===== config.mk =====
export PLATFORM = sky130hd
export DESIGN_NAME = ascii_integer_field_parser
export DESIGN_NICKNAME = d
export VERILOG_FILES = /design/src/rtl/aifp_pkg.sv /design/src/rtl/ascii_integer_field_parser.sv /design/src/rtl/aifp_regs.sv /design/src/rtl/aifp_core.sv
export SDC_FILE = /design/constraint.sdc
export NUM_CORES = 1
export LEC_CHECK = 0
export BUFFER_PORTS_ARGS = -buffer_cell sky130_fd_sc_hd__buf_4
export CAP_MARGIN = 20
export CORE_ASPECT_RATIO = 0.8
export CORE_MARGIN = 1
export CORE_UTILIZATION = 23
export CTS_CLUSTER_DIAMETER = 150
export DETAILED_ROUTE_END_ITERATION = 8
export GPL_TIMING_DRIVEN = 0
export SLEW_MARGIN = 40
export SYNTH_ARGS = -nofsm -noshare
export SYNTH_HDL_FRONTEND = slang
export SYNTH_SLANG_ARGS = --single-unit
export TNS_END_PERCENT = 20

===== constraint.sdc =====
create_clock -name clk -period 32.5 [get_ports clk]
set_input_delay 3.25 -clock clk [delete_from_list [all_inputs] [get_ports clk]]
set_output_delay 3.25 -clock clk [all_outputs]
set_load 0.01 [all_outputs]

===== src/rtl/aifp_pkg.sv =====
package aifp_pkg;

  localparam int unsigned CNT_W = 25;

  // Field width that means "no limit"
  localparam logic [CNT_W-1:0] NO_LIMIT_WIDTH = CNT_W'(1 << 24);

  localparam int unsigned CFG_AW = 3;
  localparam int unsigned CFG_DW = 32;

  // Register index, taken from paddr[2]
  localparam logic REG_RADIX_MODE  = 1'b0;
  localparam logic REG_FIELD_WIDTH = 1'b1;

  localparam logic [7:0] CH_PLUS  = 8'h2B;
  localparam logic [7:0] CH_MINUS = 8'h2D;
  localparam logic [7:0] CH_ZERO  = 8'h30;
  localparam logic [7:0] CH_NINE  = 8'h39;
  localparam logic [7:0] CH_UP_A  = 8'h41;
  localparam logic [7:0] CH_UP_X  = 8'h58;
  localparam logic [7:0] CH_UP_Z  = 8'h5A;
  localparam logic [7:0] CH_LO_A  = 8'h61;
  localparam logic [7:0] CH_LO_X  = 8'h78;
  localparam logic [7:0] CH_LO_Z  = 8'h7A;

  typedef enum logic [1:0] {
    MODE_AUTO = 2'd0,
    MODE_OCT  = 2'd1,
    MODE_DEC  = 2'd2,
    MODE_HEX  = 2'd3
  } mode_t;

  typedef enum logic [1:0] {
    RAD_NONE = 2'd0,
    RAD_OCT  = 2'd1,
    RAD_DEC  = 2'd2,
    RAD_HEX  = 2'd3
  } radix_t;

  typedef enum logic [4:0] {
    PH_START  = 5'b00001,
    PH_FIRST  = 5'b00010,
    PH_ZERO   = 5'b00100,
    PH_DIGITS = 5'b01000,
    PH_DONE   = 5'b10000
  } phase_t;

  typedef struct packed {
    mode_t            radix_mode;
    logic [CNT_W-1:0] field_width;
  } cfg_t;

  typedef struct packed {
    logic       ok;
    logic [3:0] val;
  } digit_t;

  // Digit value of c in radix r; ok is low when c is no digit of r
  function automatic digit_t digit_of(logic [7:0] c, radix_t r);
    digit_t     res;
    logic [5:0] d;
    logic       alnum;
    logic [5:0] lim;
    d     = 6'd0;
    alnum = 1'b0;
    if (c >= CH_ZERO && c <= CH_NINE) begin
      d     = 6'(c - CH_ZERO);
      alnum = 1'b1;
    end else if (c >= CH_LO_A && c <= CH_LO_Z) begin
      d     = 6'(c - CH_LO_A + 8'd10);
      alnum = 1'b1;
    end else if (c >= CH_UP_A && c <= CH_UP_Z) begin
      d     = 6'(c - CH_UP_A + 8'd10);
      alnum = 1'b1;
    end
    unique case (r)
      RAD_OCT: lim = 6'd8;
      RAD_DEC: lim = 6'd10;
      RAD_HEX: lim = 6'd16;
      default: lim = 6'd0;
    endcase
    res.ok  = alnum && (d < lim);
    res.val = d[3:0];
    return res;
  endfunction

endpackage


===== src/rtl/ascii_integer_field_parser.sv =====
// Channel   Direction  Handshake            Payload
// in_       input      in_valid / in_stall  char_code, field_start
// out_      output     out_valid/out_stall  char_taken, field_done, parse_ok,
//                                           magnitude, is_negative, chars_used
// cfg_      input      APB write/read       radix_mode (0x0), field_width (0x4)
//
// One item per cycle sustained while out_stall stays low.
// Input register, then parse step and field state updated with the result register.
// Reset (rst_n low, synchronous) clears valids, field state and registers.
// out_stall holds the result; in_stall rises only while both stages are full.
module ascii_integer_field_parser #(
  parameter int unsigned VALUE_BITS = 64
) (
  input  logic                          clk,
  input  logic                          rst_n,
  input  logic                          in_valid,
  output logic                          in_stall,
  input  logic [7:0]                    in_char_code,
  input  logic                          in_field_start,
  output logic                          out_valid,
  input  logic                          out_stall,
  output logic                          out_char_taken,
  output logic                          out_field_done,
  output logic                          out_parse_ok,
  output logic [VALUE_BITS-1:0]         out_magnitude,
  output logic                          out_is_negative,
  output logic [aifp_pkg::CNT_W-1:0]    out_chars_used,
  input  logic                          cfg_psel,
  input  logic                          cfg_penable,
  input  logic                          cfg_pwrite,
  input  logic [aifp_pkg::CFG_AW-1:0]   cfg_paddr,
  input  logic [aifp_pkg::CFG_DW-1:0]   cfg_pwdata,
  output logic [aifp_pkg::CFG_DW-1:0]   cfg_prdata,
  output logic                          cfg_pready
);
  import aifp_pkg::*;

  cfg_t       cfg;
  logic       s1_valid_r, s1_valid_nxt;
  logic [7:0] s1_char_r;
  logic       s1_start_r;
  logic       out_valid_r, out_valid_nxt;
  logic       out_free;
  logic       step;
  logic       in_acc;

  assign out_free      = !out_valid_r || !out_stall;
  assign step          = s1_valid_r && out_free;
  assign in_stall      = s1_valid_r && !out_free;
  assign in_acc        = in_valid && !in_stall;
  assign s1_valid_nxt  = in_acc || (s1_valid_r && !step);
  assign out_valid_nxt = step || (out_valid_r && out_stall);

  always_ff @(posedge clk) begin
    if (!rst_n) begin
      s1_valid_r  <= 1'b0;
      out_valid_r <= 1'b0;
    end else begin
      s1_valid_r  <= s1_valid_nxt;
      out_valid_r <= out_valid_nxt;
    end
  end

  always_ff @(posedge clk) begin
    if (in_acc) begin
      s1_char_r  <= in_char_code;
      s1_start_r <= in_field_start;
    end
  end

  assign out_valid = out_valid_r;

  aifp_regs u_regs (
    .clk         (clk),
    .rst_n       (rst_n),
    .cfg_psel    (cfg_psel),
    .cfg_penable (cfg_penable),
    .cfg_pwrite  (cfg_pwrite),
    .cfg_paddr   (cfg_paddr),
    .cfg_pwdata  (cfg_pwdata),
    .cfg_prdata  (cfg_prdata),
    .cfg_pready  (cfg_pready),
    .cfg         (cfg)
  );

  aifp_core #(
    .VALUE_BITS (VALUE_BITS)
  ) u_core (
    .clk         (clk),
    .rst_n       (rst_n),
    .step        (step),
    .char_code   (s1_char_r),
    .field_start (s1_start_r),
    .cfg         (cfg),
    .char_taken  (out_char_taken),
    .field_done  (out_field_done),
    .parse_ok    (out_parse_ok),
    .magnitude   (out_magnitude),
    .is_negative (out_is_negative),
    .chars_used  (out_chars_used)
  );

endmodule


===== src/rtl/aifp_regs.sv =====
module aifp_regs (
  input  logic                           clk,
  input  logic                           rst_n,
  input  logic                           cfg_psel,
  input  logic                           cfg_penable,
  input  logic                           cfg_pwrite,
  input  logic [aifp_pkg::CFG_AW-1:0]    cfg_paddr,
  input  logic [aifp_pkg::CFG_DW-1:0]    cfg_pwdata,
  output logic [aifp_pkg::CFG_DW-1:0]    cfg_prdata,
  output logic                           cfg_pready,
  output aifp_pkg::cfg_t                 cfg
);
  import aifp_pkg::*;

  mode_t            mode_r;
  logic [CNT_W-1:0] width_r;
  logic             wr_en;

  assign wr_en      = cfg_psel && cfg_penable && cfg_pwrite;
  assign cfg_pready = 1'b1;

  always_ff @(posedge clk) begin
    if (!rst_n) begin
      mode_r  <= MODE_AUTO;
      width_r <= NO_LIMIT_WIDTH;
    end else if (wr_en) begin
      unique case (cfg_paddr[2])
        REG_RADIX_MODE:  mode_r  <= mode_t'(cfg_pwdata[1:0]);
        REG_FIELD_WIDTH: width_r <= cfg_pwdata[CNT_W-1:0];
        default: ;
      endcase
    end
  end

  always_comb begin
    unique case (cfg_paddr[2])
      REG_RADIX_MODE:  cfg_prdata = {{(CFG_DW-2){1'b0}}, mode_r};
      REG_FIELD_WIDTH: cfg_prdata = {{(CFG_DW-CNT_W){1'b0}}, width_r};
      default:         cfg_prdata = '0;
    endcase
  end

  assign cfg.radix_mode  = mode_r;
  assign cfg.field_width = width_r;

endmodule


===== src/rtl/aifp_core.sv =====
module aifp_core #(
  parameter int unsigned VALUE_BITS = 64
) (
  input  logic                          clk,
  input  logic                          rst_n,
  input  logic                          step,
  input  logic [7:0]                    char_code,
  input  logic                          field_start,
  input  aifp_pkg::cfg_t                cfg,
  output logic                          char_taken,
  output logic                          field_done,
  output logic                          parse_ok,
  output logic [VALUE_BITS-1:0]         magnitude,
  output logic                          is_negative,
  output logic [aifp_pkg::CNT_W-1:0]    chars_used
);
  import aifp_pkg::*;

  phase_t                phase_r, phase_nxt;
  radix_t                radix_r, radix_nxt;
  logic [VALUE_BITS-1:0] acc_r, acc_nxt;
  logic                  neg_r, neg_nxt;
  logic [CNT_W-1:0]      used_r, used_nxt;
  logic                  dseen_r, dseen_nxt;
  logic                  taken_r, taken_nxt;
  logic                  done_r, done_nxt;
  logic                  ok_r, ok_nxt;

  always_comb begin
    phase_t                ph;
    phase_t                cur;
    logic [CNT_W-1:0]      limit;
    logic                  idle;
    logic                  dstep;
    digit_t                dg;
    logic [VALUE_BITS-1:0] scaled;
    logic [VALUE_BITS-1:0] dval;

    // field_start clears the field before this character is looked at
    if (field_start) begin
      ph        = PH_START;
      radix_nxt = RAD_NONE;
      acc_nxt   = '0;
      neg_nxt   = 1'b0;
      used_nxt  = '0;
      dseen_nxt = 1'b0;
    end else begin
      ph        = phase_r;
      radix_nxt = radix_r;
      acc_nxt   = acc_r;
      neg_nxt   = neg_r;
      used_nxt  = used_r;
      dseen_nxt = dseen_r;
    end
    phase_nxt = ph;
    cur       = ph;
    taken_nxt = 1'b0;
    done_nxt  = 1'b0;
    idle      = 1'b0;
    dstep     = 1'b0;
    dg        = '0;
    scaled    = '0;
    dval      = '0;

    if (cfg.field_width == '0 || cfg.field_width > NO_LIMIT_WIDTH) begin
      limit = NO_LIMIT_WIDTH;
    end else begin
      limit = cfg.field_width;
    end

    priority if (ph == PH_DONE) begin
      idle = 1'b1;
    end else if (used_nxt >= limit) begin
      done_nxt = 1'b1;
    end else begin
      if (ph == PH_START) begin
        if (char_code == CH_PLUS || char_code == CH_MINUS) begin
          neg_nxt   = (char_code == CH_MINUS);
          used_nxt  = used_nxt + 1'b1;
          taken_nxt = 1'b1;
          phase_nxt = PH_FIRST;
        end else begin
          cur = PH_FIRST;
        end
      end

      if (!taken_nxt) begin
        unique case (cur)
          PH_FIRST: begin
            // a zero may open a 0x prefix only with two characters of room left
            if ((cfg.radix_mode == MODE_AUTO || cfg.radix_mode == MODE_HEX) &&
                char_code == CH_ZERO &&
                ({1'b0, used_nxt} + (CNT_W+1)'(1)) < {1'b0, limit}) begin
              radix_nxt = (cfg.radix_mode == MODE_HEX) ? RAD_HEX : RAD_OCT;
              acc_nxt   = '0;
              dseen_nxt = 1'b1;
              used_nxt  = used_nxt + 1'b1;
              taken_nxt = 1'b1;
              phase_nxt = PH_ZERO;
            end else begin
              unique case (cfg.radix_mode)
                MODE_AUTO: radix_nxt = (char_code == CH_ZERO) ? RAD_OCT : RAD_DEC;
                MODE_OCT:  radix_nxt = RAD_OCT;
                MODE_DEC:  radix_nxt = RAD_DEC;
                MODE_HEX:  radix_nxt = RAD_HEX;
                default:   radix_nxt = RAD_DEC;
              endcase
              dstep = 1'b1;
            end
          end
          PH_ZERO: begin
            if (char_code == CH_LO_X || char_code == CH_UP_X) begin
              radix_nxt = RAD_HEX;
              acc_nxt   = '0;
              dseen_nxt = 1'b0;
              used_nxt  = used_nxt + 1'b1;
              taken_nxt = 1'b1;
              phase_nxt = PH_DIGITS;
            end else begin
              dstep = 1'b1;
            end
          end
          PH_DIGITS: dstep = 1'b1;
          default: ;
        endcase
      end

      if (dstep) begin
        dg = digit_of(char_code, radix_nxt);
        if (!dg.ok) begin
          done_nxt = 1'b1;
        end else begin
          // times 8 or 16 as a shift, times 10 as shifts and one add
          unique case (radix_nxt)
            RAD_OCT: scaled = acc_nxt << 3;
            RAD_DEC: scaled = (acc_nxt << 3) + (acc_nxt << 1);
            RAD_HEX: scaled = acc_nxt << 4;
            default: scaled = '0;
          endcase
          dval      = {{(VALUE_BITS-4){1'b0}}, dg.val};
          acc_nxt   = scaled + dval;
          dseen_nxt = 1'b1;
          used_nxt  = used_nxt + 1'b1;
          taken_nxt = 1'b1;
          phase_nxt = PH_DIGITS;
        end
      end

      if (!done_nxt && taken_nxt && used_nxt >= limit) begin
        done_nxt = 1'b1;
      end
    end

    if (done_nxt) begin
      phase_nxt = PH_DONE;
    end
    ok_nxt = done_nxt && !idle && dseen_nxt;
  end

  always_ff @(posedge clk) begin
    if (!rst_n) begin
      phase_r <= PH_START;
      radix_r <= RAD_NONE;
      acc_r   <= '0;
      neg_r   <= 1'b0;
      used_r  <= '0;
      dseen_r <= 1'b0;
    end else if (step) begin
      phase_r <= phase_nxt;
      radix_r <= radix_nxt;
      acc_r   <= acc_nxt;
      neg_r   <= neg_nxt;
      used_r  <= used_nxt;
      dseen_r <= dseen_nxt;
    end
  end

  always_ff @(posedge clk) begin
    if (step) begin
      taken_r <= taken_nxt;
      done_r  <= done_nxt;
      ok_r    <= ok_nxt;
    end
  end

  // field state only moves with the result register, so it doubles as result payload
  assign char_taken  = taken_r;
  assign field_done  = done_r;
  assign parse_ok    = ok_r;
  assign magnitude   = acc_r;
  assign is_negative = neg_r;
  assign chars_used  = used_r;

endmodule


## Yosys cells after proc, flatten, opt, wreduce, memory -nomap -nowiden

Cells that the tools add are included.

- Multiplexer cells: 119
- Add/subtract/negate cells: 11
- Bitwise gates (word level): 1
- Eq/ne operators: 16
- Reduce and logical (&&, ||, !) cells: 36
- $lt $le $gt $ge: 11

Operator list:

| kind | number |
|---|---|
| two-way mux 64 bit | 14 |
| two-way mux 25 bit | 17 |
| case mux 64 bit (3 select lines) | 1 |
| case mux 64 bit (2 select lines) | 1 |
| adder 25 x 1 -> 25 bit, second input constant | 3 |
| two-way mux 5 bit | 15 |
| adder 64 x 4 -> 64 bit | 1 |
| adder 64 bit | 1 |
| case mux 32 bit (2 select lines) | 1 |
| two-way mux 6 bit | 9 |
| >= comparator 25 bit | 2 |
| case mux 25 bit (2 select lines) | 1 |
| two-way mux 1 bit | 43 |
| adder 25 x 1 -> 26 bit, second input constant | 1 |
| less-than comparator 26 x 25 -> 1 bit | 1 |
| > comparator 25 bit, second input constant | 1 |
| logical NOT 25 bit | 1 |
| == test 8 x 6 -> 1 bit, second input constant | 3 |
| two-way mux 2 bit | 10 |
| logical AND 1 bit | 17 |
| == test 8 x 7 -> 1 bit, second input constant | 2 |
| >= comparator 8 x 7 -> 1 bit, second input constant | 2 |
| less-or-equal comparator 8 x 7 -> 1 bit, second input constant | 2 |
| case mux 5 bit (3 select lines) | 1 |
| 24 further kinds | 44 |

- Output and inout bits: 128
- Logic and storage cells: 209
- Register bits after elaboration: 139
- Bits of input ports: 51

## Logic depth before layout (Yosys ltp)

Gate-level depths: netlist (run 1).

- Depth in word-level cells: 33
- Gate-level depth with buffers: 58
- Mapped depth without buffers: 51

## Cells and area by module

Synthesis (run 1) repeated with hierarchy kept, for this count alone.

- Cells, all modules: 2,436
- Area, all modules: 17,946.0 um2

Modules (own cells, without submodules):

| module | sequential area each (um2) | area an instance (um2) | times used | cells an instance |
|---|---|---|---|---|
| aifp_core | 2,052.0 | 16,223.1 | 1 | 2,264 |
| aifp_regs | 540.5 | 1,368.8 | 1 | 155 |
| ascii_integer_field_parser | 310.3 | 354.1 | 1 | 17 |

## Least setup slack after synthesis (run 1)

Ideal clock, no wire load.

- Kind: reg2reg
- Start point: register s1_start_r
- End point: register u_core.phase_r[3]
- Required time: 32.368 ns
- Library setup time: 0.132 ns
- Arrival: 11.251 ns
- Slack: 21.117 ns
- Stages on the path, launching flop included: 52
- Clock period less this slack: 11.383 ns
- Buffers on the path: 8
- Path through: edfxtp_1 -> buf_2 -> buf_2 -> buf_2 -> nor2b_1 -> ha_1 -> nand3_1 -> or4_4 -> a221oi_2 -> nor3b_1 -> nand4_1 -> nor4_1 -> and2_1 -> nand2_1 -> xnor2_1 -> ha_1 -> a211oi_1 -> o211ai_1 -> (+16 left out) -> a211oi_1 -> and2_1 -> and3_1 -> and3_1 -> or3b_2 -> or3_1 -> xor2_1 -> ha_1 -> nand4_1 -> nor2_1 -> nand4_1 -> a21boi_0 -> o21ai_0 -> and4_1 -> o21bai_1 -> nand2_1 -> o2111ai_1 -> a21oi_1

- Cells in the longest elaborated chain, start to end: 32
- Elaborated cells between the ends (all ways): 85
- Classes of those cells: 4 x add/sub; 4 x order compare; 8 x eq/ne; 64 x mux; 5 x reduce/logical

RTL lines:

| item | line | source |
|---|---|---|
| start: declaration | ascii_integer_field_parser.sv:41 | `logic s1_start_r;` |
| start signal: assignment | ascii_integer_field_parser.sv:67 | `s1_start_r <= in_field_start;` |
| parallel branches: the longest is 31 deep, another holds adder 25 x 1 -> 26 bit | -- |  |
| two-way mux 5 bit (*) | aifp_core.sv:154 | `if (done_nxt) begin` |
| end signal: assignment | aifp_core.sv:169 | `phase_r <= phase_nxt;` |
| end: declaration | aifp_core.sv:19 | `phase_t phase_r, phase_nxt;` |

Every way passes the cells marked *. The select of a mux whose other input is x is not followed.
A chain may end at the register's enable or synchronous reset.

## Worst setup path in the final report (run 1)

Same ends and word-level chain as after synthesis.

==> results of run 1 <==
## worst max-delay path by stage
stage / start / end / depth (start not counted)
after detailed placement: s1_start_r$_DFFE_PP_ / u_core.phase_r[3]$_SDFFE_PN0P_ / 51
after CTS: s1_start_r$_DFFE_PP_ / u_core.phase_r[3]$_SDFFE_PN0P_ / 51
after global placement: s1_start_r$_DFFE_PP_ / u_core.phase_r[3]$_SDFFE_PN0P_ / 51
final: s1_start_r$_DFFE_PP_ / u_core.phase_r[3]$_SDFFE_PN0P_ / 53
after global routing: s1_start_r$_DFFE_PP_ / u_core.phase_r[3]$_SDFFE_PN0P_ / 53
after floorplan: s1_start_r$_DFFE_PP_ / u_core.phase_r[3]$_SDFFE_PN0P_ / 51
## synth_stat cells, drive strengths merged, types with 51 or more instances
cell and instances:
a21oi 176, a22oi 90, and2 112, clkbuf 115
dfxtp 127, ha 161, inv 51, nand2 286
nand3 57, nand4 67, nor2 241, nor3 65
o21ai 129, xnor2 129, xor2 55
## per-stage QoR
stage	setup slack [ps]	total power, mW
finish	16020	0.532
global route	15350	0.543
CTS	16700	0.527
detailed placement	16780	0.297
global placement	16610	0.296
floorplan	21120	0.243
## worst reg2reg max path: cells and delay by family, from the launching register on
kind	cells	cell delay, ps
adders and majority gates	5	1750
buffers and inverters	11	4290
DFF	1	410
and+or+nand+nor	18	4960
AOI/OAI and AO/OA	17	4610
xor gates and xnor gates	2	320
## logic make-up after synthesis
logic type | count (synthesis) | share of synthesized area
DFF | 139 | 0.161
adders and majority gates | 163 | 0.114
other | 2 | 0.000417
and+or+nand+nor | 1061 | 0.305
buffers and inverters | 203 | 0.0465
xor gates and xnor gates | 184 | 0.0895
muxes | 17 | 0.00986
AOI/OAI and AO/OA | 730 | 0.274
## metal layers
metal / vias to the layer above / routed length (um) / track usage
li1: 9600 / - / -
met1: 9812 / 37300 / 0.292
met2: 1192 / 34000 / 0.286
met3: 118 / 8910 / 0.0393
met4: 4 / 1880 / 0.0558
met5: - / 23 / 0
## registers in the layout (all words and copies together), names as in the netlist
name                cells
out_valid               1
s1_char_r               8
s1_start_r              1
s1_valid_r              1
u_core.char_taken       1
u_core.chars_used      25
u_core.dseen_r          1
u_core.field_done       1
u_core.is_negative      1
u_core.magnitude       64
u_core.parse_ok         1
u_core.phase_r          5
u_core.radix_r          2
u_regs.mode_r           2
u_regs.width_r         25
## layout make-up
type | instances | area share
Clock inverter | 15 | 0.0112
Timing Repair Buffer | 162 | 0.0570
Multi-Input combinational cell | 2163 | 0.676
Clock buffer | 17 | 0.0200
Inverter | 53 | 0.00935
Tap cell | 1023 | 0.0601
Sequential cell | 139 | 0.136
Buffer | 150 | 0.0303
Antenna cell | 1 | 0.000118
## where the power goes
group          switching (mW)  total (mW)  internal, mW
clock                  0.0948       0.233         0.138
sequential            0.00361       0.179         0.176
combinational          0.0932       0.121        0.0273
==> reports/summary.txt, run 1 <==
status: finished, violations left
failing checks: design-rule violations
Remaining DRCs: 24
area of the multi-input gates: 0.0144 mm2
Initial Util: 0.233
Reg clk slew, reported paths: 70 ps
Core Util, Final: 0.275
Core Region: 0.0773 mm2
Final Hold Viols: 0
Setup TNS Final: 0 ps
crit-path max FO: 10
Area Growth Syn to Fin: 18.1%
Filler Cell Count: 8436
Die ar.: 0.0795 mm2
Post-Syn Area: 0.0180 mm2
die height: 252 um
first-pass GRT wire length: 119000 um
PortBufs: 160
routability congestion estimate: 0.991
crit path time final: 16480 ps
Syn. warnings: 0
clk sink count: 139
worst-skew pair later-pin latency: 480 ps
syn_area_per_cell: 7.21 um2
Slew HR: 0.346
endpoint of the worst-slack reg-to-reg timing path: u_core.phase_r[3]$_SDFFE_PN0P_
crit path capture type: flip-flop
post-CTS sizing: 0
CTS buffer count: 17
Crit path required time: 32830 ps
# nets final: 2900
Max-Cap Viols: 0
Post-CTS Setup Bufs: 0
Post-Place Cells: 3690
Sequential Area: 0.00290 mm2
Top Family by Delay on Critical Path: simple AND/OR/NAND/NOR gates
WHS Path Cells: 2
drt wl/cell: 22.1 um
num rows: 91
P_leak: 8.05 nW
number of synthesized flops with an enable pin: 12
hold_sp: u_core.magnitude[63]$_SDFFE_PN0P_
crit path launch type: flip-flop
CP Data Arrival Time: 16810 ps
grt total ovfl: 0
post-detail-place hpwl: 65200 um
biggest cell delay along the critical path: 680 ps
post-route ant nets: 0
Hold/Removal Path Class: flip-flop to flip-flop
ratio of cells with drive above 1 in the final layout: 0.112
# H-tree levels: 4
drt total wl: 82100 um
initial antenna violation count: 3
Achievable Freq: 60.7 MHz
most frequent cells in the layout: nand2_1 (285), nor2_1 (237), a21oi_1 (176)
Hold Path End: u_core.magnitude[63]$_SDFFE_PN0P_
clk root buf: clkbuf_16
most common cell after layout, fill and taps aside: nand2_1
cts hold-fix bufs: 0
post-route cell area: 0.0213 mm2
CTS tree: done
r2r worst-path depth: 53
Max rail drop VDD: 0.0404 mV
Total Routing Usage GR: 0.198
PD cells: 25.0 mW/mm2
Max Slew Vio Count: 0
Top cell by count, worst path: ha_1
Yosys top cell by area: dfxtp_1
Reg2Reg Launch Point: s1_start_r$_DFFE_PP_
final setup fails: 0
# IOs: 179
clk buf depth: 2
Fin Hold WS: 484 ps
Worst Max-Slew Pin Slew: 981 ps
critical path class: flip-flop to flip-flop
vias per std cell: 5.57
top cells by area, synth: dfxtp_1 (14%), ha_1 (11%), xnor2_1 (6.3%)
drt first pass iters: 9
post-synthesis sequential area ratio: 0.161
drt first-iter violations: 2688
Vias: 20.7k
final worst path period share: 0.507
predominant post-synthesis flop cell: dfxtp_1
slowest stage cell, crit path: buf_1
unrepaired setup endpoints after global routing: false
post-synthesis instance total: 2499
largest net degree at the start of global routing: 17
synth unique cells: 103
Placed Area: 0.0206 mm2
Async SR Flop Fraction: 0
#FFs+latches synth: 139
number of global-route vias before repair: 18.3k
Synth top area share: 0.141
fin cells: 3723
Die Width: 315 um
setup slack, reg-to-reg: 16020 ps
Clock Skews: 21.2 ps
Crit path buffers/inverters: 11
Power figures use the tool's default switching activity.
==> run 2: changes to the inputs <==
- clock period: 32.5 -> 14.6 ns (I/O delays scaled with it)
==> run 2 against run 1 <==
Compared with the run above: the run still ends with design-rule violations left; power rose by 120%; combinational power rose by 120%; flip-flop and latch count did not move; maximum frequency rose by 16%; count of clock-buffer cells in the layout did not move; hold slack improved by 3.0 ps; clock skew fell by 3.7 ps; largest cell class unchanged.
==> reports/summary.txt, run 2 (synthesis gave the netlist of run 1 again) <==
status: finished, violations left
failing checks: design-rule violations
number of global-route vias before repair: 18.4k (+0.16%)
clk root buf: clkbuf_16
PortBufs: 160 (unchanged)
ratio of cells with drive above 1 in the final layout: 0.121 (+0.00895)
Max-Cap Viols: 0 (unchanged)
max reg flops: 64 (unchanged)
CTS buffer count: 17 (unchanged)
grt total ovfl: 0 (unchanged)
largest net degree at the start of global routing: 20 (+3)
WHS Path Cells: 2 (unchanged)
drt first pass iters: 9 (unchanged)
biggest cell delay along the critical path: 710 ps (+30 ps)
r2r worst-path depth: 41 (-23%)
Remaining DRCs: 24 (unchanged)
Total Power: 1.19 mW (+120%)
Achievable Freq: 70.2 MHz (+16%)
unrepaired setup endpoints after global routing: false
worst-skew pair later-pin latency: 470 ps (about the same)
Final Hold Viols: 0 (unchanged)
critical path class: flip-flop to flip-flop
cts hold-fix bufs: 0 (unchanged)
crit path capture type: flip-flop
drt total wl: 82000 um (-0.18%)
most common cell after layout, fill and taps aside: nand2_1
Core Region: 0.0773 mm2 (unchanged)
Slew HR: 0.352 (+0.00555)
vias per std cell: 5.56 (-0.15%)
CP Data Arrival Time: 14620 ps (-2190 ps)
# nets final: 2907 (+0.24%)
slowest stage cell, crit path: or4b_2
post-detail-place hpwl: 65200 um (unchanged)
clk buf depth: 2 (unchanged)
final setup fails: 0 (unchanged)
# IOs: 179 (unchanged)
Hold/Removal Path Class: flip-flop to flip-flop
most frequent cells in the layout: nand2_1 (285), nor2_1 (236), buf_4 (179)
Die Width: 315 um (unchanged)
initial antenna violation count: 3 (unchanged)
Vias: 20.7k (+0.039%)
Die ar.: 0.0795 mm2 (unchanged)
post-route ant nets: 0 (unchanged)
Total Routing Usage GR: 0.198 (about the same)
Initial Util: 0.233 (unchanged)
first-pass GRT wire length: 119000 um (about the same)
Clock Skews: 17.4 ps (-3.75 ps)
final worst path period share: 0.976 (+0.469)
num rows: 91 (unchanged)
# H-tree levels: 4 (unchanged)
crit path launch type: flip-flop
Setup TNS Final: 0 ps (unchanged)
drt wl/cell: 22.0 um (-0.37%)
routability congestion estimate: 0.991 (unchanged)
Crit path required time: 14970 ps (-17860 ps)
CTS tree: done
crit path time final: 14250 ps (-2230 ps)
P_leak: 8.16 nW (+1.4%)
Max rail drop VDD: 0.0912 mV (+130%)
Area Growth Syn to Fin: 18.9%
die height: 252 um (unchanged)
drt first-iter violations: 2729 (+1.5%)
Worst Max-Slew Pin Slew: 973 ps (-8.32 ps)
Max Slew Vio Count: 0 (unchanged)
PD cells: 55.4 mW/mm2 (+120%)
clk sink count: 139 (unchanged)
Reg clk slew, reported paths: 70 ps (about the same)
crit-path max FO: 10 (unchanged)
[run 2: path summary, 6_finish.rpt]
path	start	to	slack, ps
max	s1_start_r$_DFFE_PP_	u_core.magnitude[55]$_SDFFE_PN0P_	350
min	u_core.magnitude[61]$_SDFFE_PN0P_	u_core.magnitude[61]$_SDFFE_PN0P_	490
max reg2reg	s1_start_r$_DFFE_PP_	u_core.magnitude[55]$_SDFFE_PN0P_	350
min reg2reg	u_core.magnitude[61]$_SDFFE_PN0P_	u_core.magnitude[61]$_SDFFE_PN0P_	490
[run 2: cell type report]
type | instances | area (um2)
Buffer | 149 | 661
Sequential cell | 139 | 2900
Timing Repair Buffer | 170 | 1270
Inverter | 53 | 199
Clock buffer | 17 | 425
Multi-Input combinational cell | 2163 | 14400
Antenna cell | 1 | 2.50
Clock inverter | 15 | 238
Tap cell | 1023 | 1280
Fill cell | 8432 | 55900
[run 2: power by group]
part | leakage (nW) | switching [mW] | internal (mW)
registers | 1.14 | 0.00798 | 0.391
logic | 6.70 | 0.207 | 0.0621
clock network | 0.318 | 0.210 | 0.307
[run 2: what timing repair did]
item                       4_1_cts  5_1_grt
setup endpoints to repair        7       42
gates resized for setup          5       24
pin swaps                        0        2
buffers inserted                 0        8
[run 2: critical path: cells and delay by family, from the launching register on]
kind,cells,cell delay (ps)
xor+xnor,2,500
flops,1,410
fa+ha+maj,3,780
compound gates,14,4110
buf+inv,7,2720
simple gates,15,5610
[run 2: routing by layer]
metal | track usage | wire, um
met4 | 0.0541 | 2320
met3 | 0.0381 | 8760
met2 | 0.286 | 33500
met1 | 0.293 | 37300
met5 | 0 | 23
[run 2: through the flow]
stage               setup WS, ps  hold slack (ps)  instances  utilization  cell area, um2
floorplan                   3220              451       2505            -           18000
global placement           -1290              446       3688        0.265           20500
detailed placement         -1120              463       3690        0.266           20600
CTS                         24.9              487       3721        0.275           21300
global route                11.1              505       3729        0.277           21400
finish                       349              487       3730        0.277           21400
